$ cat config.mk
export PLATFORM = sky130hd
export DESIGN_NAME = beacon_sync_clock_pair
export DESIGN_NICKNAME = d
export VERILOG_FILES = /design/src/design/bsc_pkg.sv /design/src/design/beacon_sync_clock_pair.sv
export SDC_FILE = /design/constraint.sdc
export NUM_CORES = 1
export LEC_CHECK = 0
export ABC_AREA = 1
export BUFFER_PORTS_ARGS = -buffer_cell sky130_fd_sc_hd__buf_2
export CAP_MARGIN = 15
export CORE_AREA = 5 5 251 253
export DETAILED_ROUTE_END_ITERATION = 8
export DIE_AREA = 0 0 256 258
export GPL_ROUTABILITY_DRIVEN = 0
export GPL_TIMING_DRIVEN = 0
export PLACE_DENSITY = 0.64
export SLEW_MARGIN = 0
export SYNTH_ARGS = -nofsm -noshare
export SYNTH_HDL_FRONTEND = slang
export SYNTH_SLANG_ARGS = --single-unit
$ cat constraint.sdc
create_clock -name clk -period 12.6 [get_ports clk]
set_clock_uncertainty 0.1 [all_clocks]
set_input_delay 2.52 -clock clk [delete_from_list [all_inputs] [get_ports clk]]
set_output_delay 2.52 -clock clk [all_outputs]
set_load 0.02 [all_outputs]
$ cat src/design/bsc_pkg.sv
package bsc_pkg;

    localparam int NOW_W    = 32;
    localparam int ID_W     = 16;
    localparam int IVL_W    = 16;
    localparam int HUE_W    = 8;
    localparam int BIAS_W   = 7;
    localparam int RAMP_W   = 3;
    localparam int PERIOD_W = 16;

    // Divisor of the period division: sections (up to 255) times ramp level plus one (up to 8).
    localparam int DEN_W = 11;

    localparam logic [IVL_W-1:0] INTERVAL_RST = 16'd30000;

    // Multiplying by 43691 and dropping 17 bits divides any 16-bit value by three exactly.
    localparam logic [16:0] THIRD_RECIP = 17'd43691;
    localparam int          THIRD_SHIFT = 17;

    localparam logic [BIAS_W-1:0] WEIGHT_TAB [8] = '{
        7'd0, 7'd0, 7'd50, 7'd90, 7'd90, 7'd90, 7'd90, 7'd90
    };

    localparam logic [0:0] REG_OWN_ID   = 1'b0;
    localparam logic [0:0] REG_INTERVAL = 1'b1;

    typedef struct packed {
        logic [NOW_W-1:0] now_ms;
        logic             beacon_valid;
        logic [ID_W-1:0]  beacon_id;
    } upd_t;

    typedef struct packed {
        logic                wing_flash;
        logic                hue_valid;
        logic [HUE_W-1:0]    hue_value;
        logic                send_beacon;
        logic                weight_valid;
        logic [BIAS_W-1:0]   bias_weight;
        logic [PERIOD_W-1:0] hue_period_out;
    } res_t;

    typedef enum logic [2:0] {
        S_IDLE,
        S_MUL,
        S_BUMP,
        S_DIV1,
        S_TICK,
        S_DIV2,
        S_DONE
    } state_t;

endpackage

$ cat src/design/beacon_sync_clock_pair.sv
// Beacon-synchronized clock pair. Each update word carries the current
// millisecond time and an optional received beacon ID; each update yields
// exactly one result word with the wing flash, hue tick, beacon send and bias
// weight events plus the hue period in force after the update.
// Both channels use valid/stall: a word moves on a rising edge where valid is
// high and stall is low. The configuration port (cfg_we, cfg_index,
// cfg_data) writes own_id (index 0) or beacon_interval_ms (index 1),
// and must only be used while the block is idle.
// An update is taken, then worked through a small sequencer. Without a
// foreign beacon or beacon tick it passes MUL, TICK and DONE. A foreign
// beacon adds BUMP, which applies the one-third bump, and DIV1; a beacon tick
// adds DIV2. The shared radix-2 divider runs in DIV1 and DIV2, once for each
// period recomputation. upd_stall is high from acceptance until the result
// is registered, so no new update is taken before the last one is through.
// A finished result sits in an output register and the next update is taken
// while it waits; if the receiver still stalls when the next result is done,
// the sequencer holds in its last state until the output register frees up.
// Reset clears the sequencer and restores the power-up state: interval 30000,
// hue period interval/HUE_SECTIONS, ramp level and hue clock at zero.
module beacon_sync_clock_pair #(
    parameter int RAMP_TOP     = 4,
    parameter int HUE_SECTIONS = 5
) (
    input  logic                         clk,
    input  logic                         rst_n,
    input  logic                         upd_valid,
    output logic                         upd_stall,
    input  bsc_pkg::upd_t                upd,
    output logic                         res_valid,
    input  logic                         res_stall,
    output bsc_pkg::res_t                res,
    input  logic                         cfg_we,
    input  logic [0:0]                   cfg_index,
    input  logic [bsc_pkg::IVL_W-1:0]    cfg_data
);

    localparam int NOW_W    = bsc_pkg::NOW_W;
    localparam int IVL_W    = bsc_pkg::IVL_W;
    localparam int HUE_W    = bsc_pkg::HUE_W;
    localparam int RAMP_W   = bsc_pkg::RAMP_W;
    localparam int PERIOD_W = bsc_pkg::PERIOD_W;
    localparam int DEN_W    = bsc_pkg::DEN_W;
    localparam int CNT_W    = $clog2(IVL_W);
    localparam int HUE_STEP = 255 / HUE_SECTIONS;
    localparam logic [PERIOD_W-1:0] RST_PERIOD =
        PERIOD_W'(int'(bsc_pkg::INTERVAL_RST) / HUE_SECTIONS);

    // Hue step value for every hue clock position: (count mod sections) * step.
    logic [HUE_W-1:0] hue_tab [256];
    for (genvar g = 0; g < 256; g++)
    begin : g_hue_tab
        assign hue_tab[g] = HUE_W'((g % HUE_SECTIONS) * HUE_STEP);
    end

    bsc_pkg::state_t state_reg, state_next;

    logic [IVL_W-1:0]    own_id_reg, own_id_next;
    logic [IVL_W-1:0]    interval_reg, interval_next;
    logic [HUE_W-1:0]    hue_count_reg, hue_count_next;
    logic [PERIOD_W-1:0] hue_period_reg, hue_period_next;
    logic [NOW_W-1:0]    last_hue_reg, last_hue_next;
    logic [NOW_W-1:0]    last_beacon_reg, last_beacon_next;
    logic [RAMP_W-1:0]   ramp_reg, ramp_next;

    logic [NOW_W-1:0]    now_reg, now_next;
    logic                foreign_reg, foreign_next;
    logic [IVL_W-1:0]    bump_reg, bump_next;
    bsc_pkg::res_t       acc_reg, acc_next;

    // Shared divider.
    logic [DEN_W-1:0]    div_rem_reg, div_rem_next;
    logic [IVL_W-1:0]    div_quo_reg, div_quo_next;
    logic [DEN_W-1:0]    div_den_reg, div_den_next;
    logic [CNT_W-1:0]    div_cnt_reg, div_cnt_next;

    logic                res_valid_reg, res_valid_next;
    bsc_pkg::res_t       res_reg, res_next;

    logic                upd_take;
    logic                out_free;
    logic                div_last;
    logic [DEN_W:0]      div_shift;
    logic                div_bit;
    logic [IVL_W-1:0]    div_quo_step;
    logic [DEN_W-1:0]    div_rem_step;
    logic [32:0]         third_prod;
    logic [RAMP_W-1:0]   ramp_up;
    logic [RAMP_W-1:0]   ramp_down;
    logic                hue_hit;
    logic                beacon_hit;

    assign upd_stall = (state_reg != bsc_pkg::S_IDLE);
    assign upd_take  = upd_valid && !upd_stall;
    assign out_free  = !res_valid_reg || !res_stall;
    assign res_valid = res_valid_reg;
    assign res       = res_reg;

    // One restoring step: shift in the next dividend bit and subtract if it fits.
    assign div_shift    = {div_rem_reg, div_quo_reg[IVL_W-1]};
    assign div_bit      = (div_shift >= {1'b0, div_den_reg});
    assign div_rem_step = div_bit ? DEN_W'(div_shift - {1'b0, div_den_reg})
                                  : div_shift[DEN_W-1:0];
    assign div_quo_step = {div_quo_reg[IVL_W-2:0], div_bit};
    assign div_last     = (div_cnt_reg == CNT_W'(IVL_W - 1));

    assign third_prod = 33'(interval_reg) * 33'(bsc_pkg::THIRD_RECIP);

    assign ramp_up   = (int'(ramp_reg) < RAMP_TOP) ? RAMP_W'(ramp_reg + 1'b1)
                                                   : RAMP_W'(RAMP_TOP);
    assign ramp_down = (ramp_reg != '0) ? RAMP_W'(ramp_reg - 1'b1) : ramp_reg;

    // Tick tests use wrapping 32-bit elapsed time.
    assign hue_hit    = (NOW_W'(now_reg - last_hue_reg) >= NOW_W'(hue_period_reg));
    assign beacon_hit = (NOW_W'(now_reg - last_beacon_reg) > NOW_W'(interval_reg));

    // Next state.
    always_comb
    begin
        state_next = state_reg;
        case (state_reg)
            bsc_pkg::S_IDLE:
            begin
                if (upd_take)
                begin
                    state_next = bsc_pkg::S_MUL;
                end
            end
            bsc_pkg::S_MUL:
            begin
                state_next = foreign_reg ? bsc_pkg::S_BUMP : bsc_pkg::S_TICK;
            end
            bsc_pkg::S_BUMP:
            begin
                state_next = bsc_pkg::S_DIV1;
            end
            bsc_pkg::S_DIV1:
            begin
                if (div_last)
                begin
                    state_next = bsc_pkg::S_TICK;
                end
            end
            bsc_pkg::S_TICK:
            begin
                state_next = beacon_hit ? bsc_pkg::S_DIV2 : bsc_pkg::S_DONE;
            end
            bsc_pkg::S_DIV2:
            begin
                if (div_last)
                begin
                    state_next = bsc_pkg::S_DONE;
                end
            end
            bsc_pkg::S_DONE:
            begin
                if (out_free)
                begin
                    state_next = bsc_pkg::S_IDLE;
                end
            end
            default:
            begin
                state_next = bsc_pkg::S_IDLE;
            end
        endcase
    end

    // Datapath and output register.
    always_comb
    begin
        own_id_next      = own_id_reg;
        interval_next    = interval_reg;
        hue_count_next   = hue_count_reg;
        hue_period_next  = hue_period_reg;
        last_hue_next    = last_hue_reg;
        last_beacon_next = last_beacon_reg;
        ramp_next        = ramp_reg;
        now_next         = now_reg;
        foreign_next     = foreign_reg;
        bump_next        = bump_reg;
        acc_next         = acc_reg;
        div_rem_next     = div_rem_reg;
        div_quo_next     = div_quo_reg;
        div_den_next     = div_den_reg;
        div_cnt_next     = div_cnt_reg;
        res_valid_next   = res_valid_reg;
        res_next         = res_reg;

        if (res_valid_reg && !res_stall)
        begin
            res_valid_next = 1'b0;
        end

        if (cfg_we)
        begin
            case (cfg_index)
                bsc_pkg::REG_OWN_ID:   own_id_next   = cfg_data;
                bsc_pkg::REG_INTERVAL: interval_next = cfg_data;
                default:               ;
            endcase
        end

        case (state_reg)
            bsc_pkg::S_IDLE:
            begin
                if (upd_take)
                begin
                    now_next     = upd.now_ms;
                    foreign_next = upd.beacon_valid && (upd.beacon_id != own_id_reg);
                    acc_next     = '0;
                end
            end
            bsc_pkg::S_MUL:
            begin
                bump_next = third_prod[32:bsc_pkg::THIRD_SHIFT];
            end
            bsc_pkg::S_BUMP:
            begin
                ramp_next             = ramp_up;
                last_beacon_next      = NOW_W'(last_beacon_reg - NOW_W'(bump_reg));
                acc_next.wing_flash   = 1'b1;
                acc_next.weight_valid = 1'b1;
                acc_next.bias_weight  = bsc_pkg::WEIGHT_TAB[ramp_up];
                div_rem_next          = '0;
                div_quo_next          = IVL_W'(interval_reg - bump_reg);
                div_den_next          = DEN_W'(HUE_SECTIONS) *
                                        (DEN_W'(ramp_up) + DEN_W'(1));
                div_cnt_next          = '0;
            end
            bsc_pkg::S_DIV1, bsc_pkg::S_DIV2:
            begin
                div_rem_next = div_rem_step;
                div_quo_next = div_quo_step;
                div_cnt_next = CNT_W'(div_cnt_reg + 1'b1);
                if (div_last)
                begin
                    hue_period_next = PERIOD_W'(div_quo_step);
                end
            end
            bsc_pkg::S_TICK:
            begin
                if (hue_hit)
                begin
                    last_hue_next      = now_reg;
                    acc_next.hue_valid = 1'b1;
                    acc_next.hue_value = hue_tab[hue_count_reg];
                    hue_count_next     = HUE_W'(hue_count_reg + HUE_W'(HUE_STEP));
                end
                if (beacon_hit)
                begin
                    last_beacon_next      = now_reg;
                    last_hue_next         = now_reg;
                    hue_count_next        = '0;
                    ramp_next             = ramp_down;
                    acc_next.send_beacon  = 1'b1;
                    acc_next.weight_valid = 1'b1;
                    acc_next.bias_weight  = bsc_pkg::WEIGHT_TAB[ramp_down];
                    div_rem_next          = '0;
                    div_quo_next          = interval_reg;
                    div_den_next          = DEN_W'(HUE_SECTIONS) *
                                            (DEN_W'(ramp_down) + DEN_W'(1));
                    div_cnt_next          = '0;
                end
            end
            bsc_pkg::S_DONE:
            begin
                if (out_free)
                begin
                    res_valid_next          = 1'b1;
                    res_next                = acc_reg;
                    res_next.hue_period_out = hue_period_reg;
                end
            end
            default:
            begin
            end
        endcase
    end

    always_ff @(posedge clk or negedge rst_n)
    begin
        if (!rst_n)
        begin
            state_reg       <= bsc_pkg::S_IDLE;
            own_id_reg      <= '0;
            interval_reg    <= bsc_pkg::INTERVAL_RST;
            hue_count_reg   <= '0;
            hue_period_reg  <= RST_PERIOD;
            last_hue_reg    <= NOW_W'(RST_PERIOD);
            last_beacon_reg <= NOW_W'(bsc_pkg::INTERVAL_RST);
            ramp_reg        <= '0;
            res_valid_reg   <= 1'b0;
        end
        else
        begin
            state_reg       <= state_next;
            own_id_reg      <= own_id_next;
            interval_reg    <= interval_next;
            hue_count_reg   <= hue_count_next;
            hue_period_reg  <= hue_period_next;
            last_hue_reg    <= last_hue_next;
            last_beacon_reg <= last_beacon_next;
            ramp_reg        <= ramp_next;
            res_valid_reg   <= res_valid_next;
        end
    end

    always_ff @(posedge clk)
    begin
        now_reg     <= now_next;
        foreign_reg <= foreign_next;
        bump_reg    <= bump_next;
        acc_reg     <= acc_next;
        div_rem_reg <= div_rem_next;
        div_quo_reg <= div_quo_next;
        div_den_reg <= div_den_next;
        div_cnt_reg <= div_cnt_next;
        res_reg     <= res_next;
    end

endmodule

==> results of run 1 <==
[worst register-to-register path, stage by stage, from the launching register on]
cell      delay, ns
dfstp_2        0.70
ha_1           0.36
fa_1           0.50
fa_1           0.52
inv_1          0.05
fa_1           0.56
inv_1          0.07
fa_1           0.53
inv_1          0.05
fa_1           0.58
inv_1          0.06
ha_1           0.36
nand2_1        0.11
nor2_1         0.11
inv_1          0.05
nor3_1         0.20
nand3_1        0.11
nand3_1        0.23
nand2_1        0.08
nand3b_1       0.09
nand2_1        0.06
xor2_1         0.14
[worst paths after layout]
path                       depth (start not counted)             from          endpoint  slack, ns
setup / recovery                                  21  interval_reg[5]      bump_reg[14]       6.73
hold reg to reg                                    0      acc_reg[29]           res[29]       0.32
min in group asynchronous                          1            rst_n  last_hue_reg[29]       1.72
hold / removal                                     0      acc_reg[29]           res[29]       0.32
setup reg to reg                                  21  interval_reg[5]      bump_reg[14]       6.73
max in group asynchronous                          2            rst_n   interval_reg[4]       9.83
[through the flow]
stage	std cells	util
final	4241	0.436
after global routing	4241	0.436
after CTS	4241	0.436
after detailed placement	4187	0.419
after global placement	4183	0.418
after floorplan	3288	-
[area by class of cell]
| cell class | count | area (µm²) |
|---|---|---|
| buffer | 58 | 330 |
| multi-input combinational | 2304 | 14100 |
| clock inverter | 15 | 149 |
| tap | 790 | 988 |
| timing repair buffer | 109 | 606 |
| sequential | 251 | 6940 |
| inverter | 675 | 2540 |
| fill | 6263 | 34300 |
| clock buffer | 39 | 876 |
[Yosys cell counts (4+ instances only)]
master / number / area (µm²)
buf_6: 6 / 67.6
xor2_1: 57 / 499
or2_2: 18 / 113
and2_1: 10 / 62.6
nor4_1: 6 / 37.5
a31oi_1: 7 / 43.8
nand3b_1: 5 / 37.5
o22ai_1: 4 / 25.0
ha_1: 274 / 3430
dfrtp_1: 99 / 2480
o211ai_1: 9 / 67.6
a21oi_1: 151 / 756
a21boi_0: 8 / 60.1
clkbuf_1: 30 / 113
buf_4: 17 / 128
nand4_1: 27 / 169
o21a_1: 5 / 37.5
a211oi_1: 7 / 52.6
o21ai_0: 178 / 891
nand2_2: 5 / 31.3
a21o_1: 4 / 30.0
nor2_1: 205 / 769
o221ai_1: 16 / 140
xnor2_1: 21 / 184
nor3_1: 31 / 155
inv_1: 670 / 2510
nand2_1: 966 / 3630
o21bai_1: 9 / 67.6
edfxtp_1: 124 / 3720
fa_1: 88 / 1760
nand3_1: 168 / 841
dfstp_2: 28 / 736
[logic make-up after synthesis]
| group | count (synthesis) | share of synthesized area |
|---|---|---|
| adders and majority gates | 362 | 0.217 |
| DFF | 251 | 0.290 |
| muxes | 3 | 0.00131 |
| xor gates and xnor gates | 78 | 0.0286 |
| buffers and inverters | 733 | 0.120 |
| AOI/OAI and AO/OA | 406 | 0.0936 |
| and+or+nand+nor | 1453 | 0.249 |
| other | 1 | 0.000157 |
[layer usage]
layer  track usage  wire, µm  up-vias
met1         0.264     30100     9492
met3        0.0312      4150      113
met4        0.0523      1910        2
li1              -         -    10683
met5             0         7        -
met2         0.337     30800      538
==> results.cfg, run 1 <==
[logic_synthesis]
async_flop_share = 0.506
synth_seq_cells = 251
synth.avg_cell_area_um2 = 7.27
ys_seq_area_frac = 0.290
ys_types = 53
synth_edf_count = 124
syn-cell-area_um2 = 23900
ys_warn_count = 0
synth_ff_type = edfxtp_1
syn_inst = 3287

[sta]
rsz0062_at_grt = no
fmax_ghz = 0.170
drv_slew = 0
setup_tns_ns = 0
finalSetupViolations = 0
holdWs_ns = 0.320
worstMarginPinSlew_ns = 0.870
setup_ws_ns = 6.73
fin_crit_ns = 5.87
finalHoldViolCount = 0
final.period_utilization = 0.466
max_slew_margin = 0.419

[detailed_routing]
vias = 20828
drc = 0
wl_per_cell_um = 15.8
antenna_left = 0
viasPerCell = 4.91
wl_um = 67000
first_pass_iters = 5
first_iter_violations = 1201

[grt]
grt_first_pass_wirelength_um = 106000
gr-total-overflow = 0
grtUsageTotal = 0.198
grt_pass1_vias = 20197
antenna_found_initial = 1
grt_max_degree = 93

[setup_path]
crit_arrival_ns = 6.10
critical_path.max_fanout = 7
crit_required_ns = 12.83
cp-end-kind = flop
worstSetupPathType = reg -> reg
max_stage_delay_ns = 0.70
worst-path-buf-inv = 5
cpLargestDelayFamily = adder cells
startpoint_type = flop
worstPathCellList = ha_1 -> fa_1 -> fa_1 -> inv_1 -> fa_1 -> inv_1 -> fa_1 -> inv_1 -> fa_1 -> inv_1 -> ha_1 -> nand2_1 -> nor2_1 -> inv_1 -> nor3_1 -> nand3_1 -> nand3_1 -> nand2_1 -> nand3b_1 -> nand2_1 -> xor2_1
cp_slowest_cell = dfstp_2

[floorplan]
ios = 108
die_width_um = 256
fp.dieH_um = 258
rows = 91
initial_utilization = 0.393
core_um2 = 60800
dieArea_um2 = 66000

[cts]
cts.clk_slew.worst_paths_ns = 0.06
htree_levels = 1
clock_tree.root_cell = clkbuf_16
cts_setup_buffers = 0
insertion_delay_ns = 0.59
clock-sinks = 251
cts_tree = built
holdBufCountCts = 0
cts_resized = 0
clk_path_buf_depth = 3
numCtsBuffers = 29

[place]
numPortBuffers = 105
hpwl_um = 55600
place_ws_ns = 6.76
placed_area_um2 = 25500

[final_layout]
layout_common_cells = nand2_1, inv_1, ha_1
final_layout_size_suffix_gt1_frac = 0.0736
post-route-cell-area_um2 = 26500
final_nets = 3861
synthToLayoutAreaGrowth_pct = 11.0
diodes = 0
final_common_cell = nand2_1

[flow_run]
maxCapViolCount = 0

[status]
status = finished clean

[min_path]
hp-class = reg -> reg
Power of run 1 is not shown: default switching activity piles up to over one toggle a cycle in this logic, so the estimate is an artifact.
==> inputs of run 2 (changes only) <==
ABC_AREA = 0   (was 1)
CORE_AREA = 5 5 243 245   (was 5 5 251 253)
DIE_AREA = 0 0 248 250   (was 0 0 256 258)
PLACE_DENSITY = 0.66   (was 0.64)
clock period = 5.1 ns   (was 12.6 ns; I/O delays follow)
==> run 2 against run 1 <==
  * The flow now finishes with violations (setup timing)
  * Fmax down 8.1%
  * Setup slack worse by 8.0 ns
  * Cell area up 3.6%
  * Critical path depth up 2
  * Sequential share of layout area down 0.80 points
  * Critical path type unchanged
  * Largest cell class unchanged
==> results.cfg, run 2 <==
[status]
violations = setup timing
status = complete, but fails checks

[logic_synthesis]
synth_area_leader_cell = edfxtp_1
ys_seq_area_frac = 0.311
syn_inst = 2350
synth.most_common_cell = inv_1
synth_ff_type = edfxtp_1
async_flop_share = 0.506
ys_types = 100
synth_seq_cells = 251
synthTopCellsByArea = edfxtp_1, ha_1, dfrtp_1
syn-cell-area_um2 = 22300
ys_warn_count = 0
synthTopCellsByCount = inv_1, ha_1, a21oi_1, nand2_1, nor2_1
synth_edf_count = 124
synth.avg_cell_area_um2 = 9.49
synth_top_area_share = 0.167

[grt]
gr-total-overflow = 0
grtUsageTotal = 0.210
antenna_found_initial = 0
grt_first_pass_wirelength_um = 105000
grt_pass1_vias = 19475
grt_max_degree = 65

[sta]
max_slew_margin = 0.265
fin_crit_ns = 6.40
rsz0062_at_grt = yes
finalSetupViolations = 135
fmax_ghz = 0.156
setup_ws_ns = -1.30
finalHoldViolCount = 0
final.period_utilization = 1.25
setup_tns_ns = -63.35
worstMarginPinSlew_ns = 1.10
drv_slew = 0

[final_layout]
n_fill_cell = 5106
final_common_cell = inv_1
layout_common_cells = inv_1, ha_1, a21oi_1
final_layout_size_suffix_gt1_frac = 0.238
fin_cells = 3413
final_util = 0.483
final_nets = 3058
synthToLayoutAreaGrowth_pct = 23.3
diodes = 0

[floorplan]
core_um2 = 56900
fp.dieH_um = 250
rows = 88
die_width_um = 248
initial_utilization = 0.392
dieArea_um2 = 62000
ios = 108

[cts]
clock-sinks = 251
numCtsBuffers = 29
clock_tree.root_cell = clkbuf_16
insertion_delay_ns = 0.57
cts_tree = built
clk_path_buf_depth = 3
htree_levels = 1
cts.clk_slew.worst_paths_ns = 0.06

[detailed_routing]
wl_um = 67300
vias = 19168
wl_per_cell_um = 19.7
drc = 0
antenna_left = 0
viasPerCell = 5.62
first_iter_violations = 1233
first_pass_iters = 8

[setup_path]
crit_arrival_ns = 6.61
critical_path.max_fanout = 4
crit_required_ns = 5.32
startpoint_type = flop
cp-end-kind = flop
r2r_cells = 23
worstSetupPathType = reg -> reg

[flow_run]
maxCapViolCount = 0

[place]
numPortBuffers = 105
placed_cells = 3223
hpwl_um = 49100

[min_path]
hp-class = reg -> reg
hold_depth = 0
[run 2: final cells by class]
type | count | area (µm²) | area share
Inverter | 334 | 1270 | 0.0461
Sequential cell | 251 | 6970 | 0.253
Clock inverter | 17 | 116 | 0.00423
Timing Repair Buffer | 243 | 1910 | 0.0694
Multi-Input combinational cell | 1689 | 15000 | 0.547
Clock buffer | 37 | 776 | 0.0282
Tap cell | 765 | 957 | 0.0348
Buffer | 77 | 462 | 0.0168
[run 2: kinds of logic after synthesis]
group                      after synthesis  synth area share
AOI/OAI and AO/OA                      566             0.165
other                                    1          0.000168
and+or+nand+nor                        545             0.119
xor gates and xnor gates               104            0.0409
buffers and inverters                  414            0.0728
DFF                                    251             0.311
muxes                                  107            0.0579
adders and majority gates              362             0.233
[run 2: critical path, cell delays in order, from the launching register on]
cell	delay, ns
dfstp_4	0.69
ha_4	0.24
ha_4	0.26
inv_2	0.03
fa_1	0.49
inv_1	0.05
fa_1	0.46
fa_1	0.51
inv_1	0.05
fa_1	0.49
inv_2	0.04
ha_4	0.20
a21o_1	0.15
a2111o_1	0.48
a2111oi_4	0.31
a2111oi_4	0.18
a221oi_2	0.32
nor2_1	0.10
o31a_1	0.31
buf_4	0.16
buf_6	0.12
o21a_1	0.19
nor2_1	0.11
xnor2_1	0.08
[run 2: worst paths after layout]
| path | slack [ns] | start | end |
|---|---|---|---|
| worst max-delay path | -1.30 | interval_reg[12] | bump_reg[12] |
| worst min-delay path | 0.32 | acc_reg[21] | res[21] |
| worst max register to register | -1.30 | interval_reg[12] | bump_reg[12] |
| worst min register to register | 0.32 | acc_reg[21] | res[21] |
| max in group asynchronous | 3.77 | rst_n | interval_reg[12] |
| min in group asynchronous | 0.34 | rst_n | last_hue_reg[29] |
[run 2: what timing repair did]
action | CTS | global route
pin swaps | 64 | 73
hold buffers | 0 | 0
setup endpoints to repair | 140 | 140
cloned | 10 | 2
resized for setup | 200 | 98
buffers inserted | 106 | 32
[run 2: metal layers]
| metal | track usage | part of all wire | routed length [µm] |
|---|---|---|---|
| met1 | 0.280 | 0.42 | 28300 |
| met2 | 0.343 | 0.47 | 31300 |
| met3 | 0.0200 | 0.058 | 3910 |
| met4 | 0.0994 | 0.055 | 3710 |
| met5 | 0 | 0 | 0 |
[run 2: metrics by stage]
step / hold slack, ns / cell area (µm²) / setup WS (ns)
global route: 0.328 / 27500 / -1.47
finish: 0.316 / 27500 / -1.30
CTS: 0.319 / 26900 / -1.31
global placement: 0.304 / 24000 / -1.71
detailed placement: 0.306 / 24100 / -1.79
floorplan: 0.300 / 22500 / -0.963
Power of run 2 is left out for the same reason.
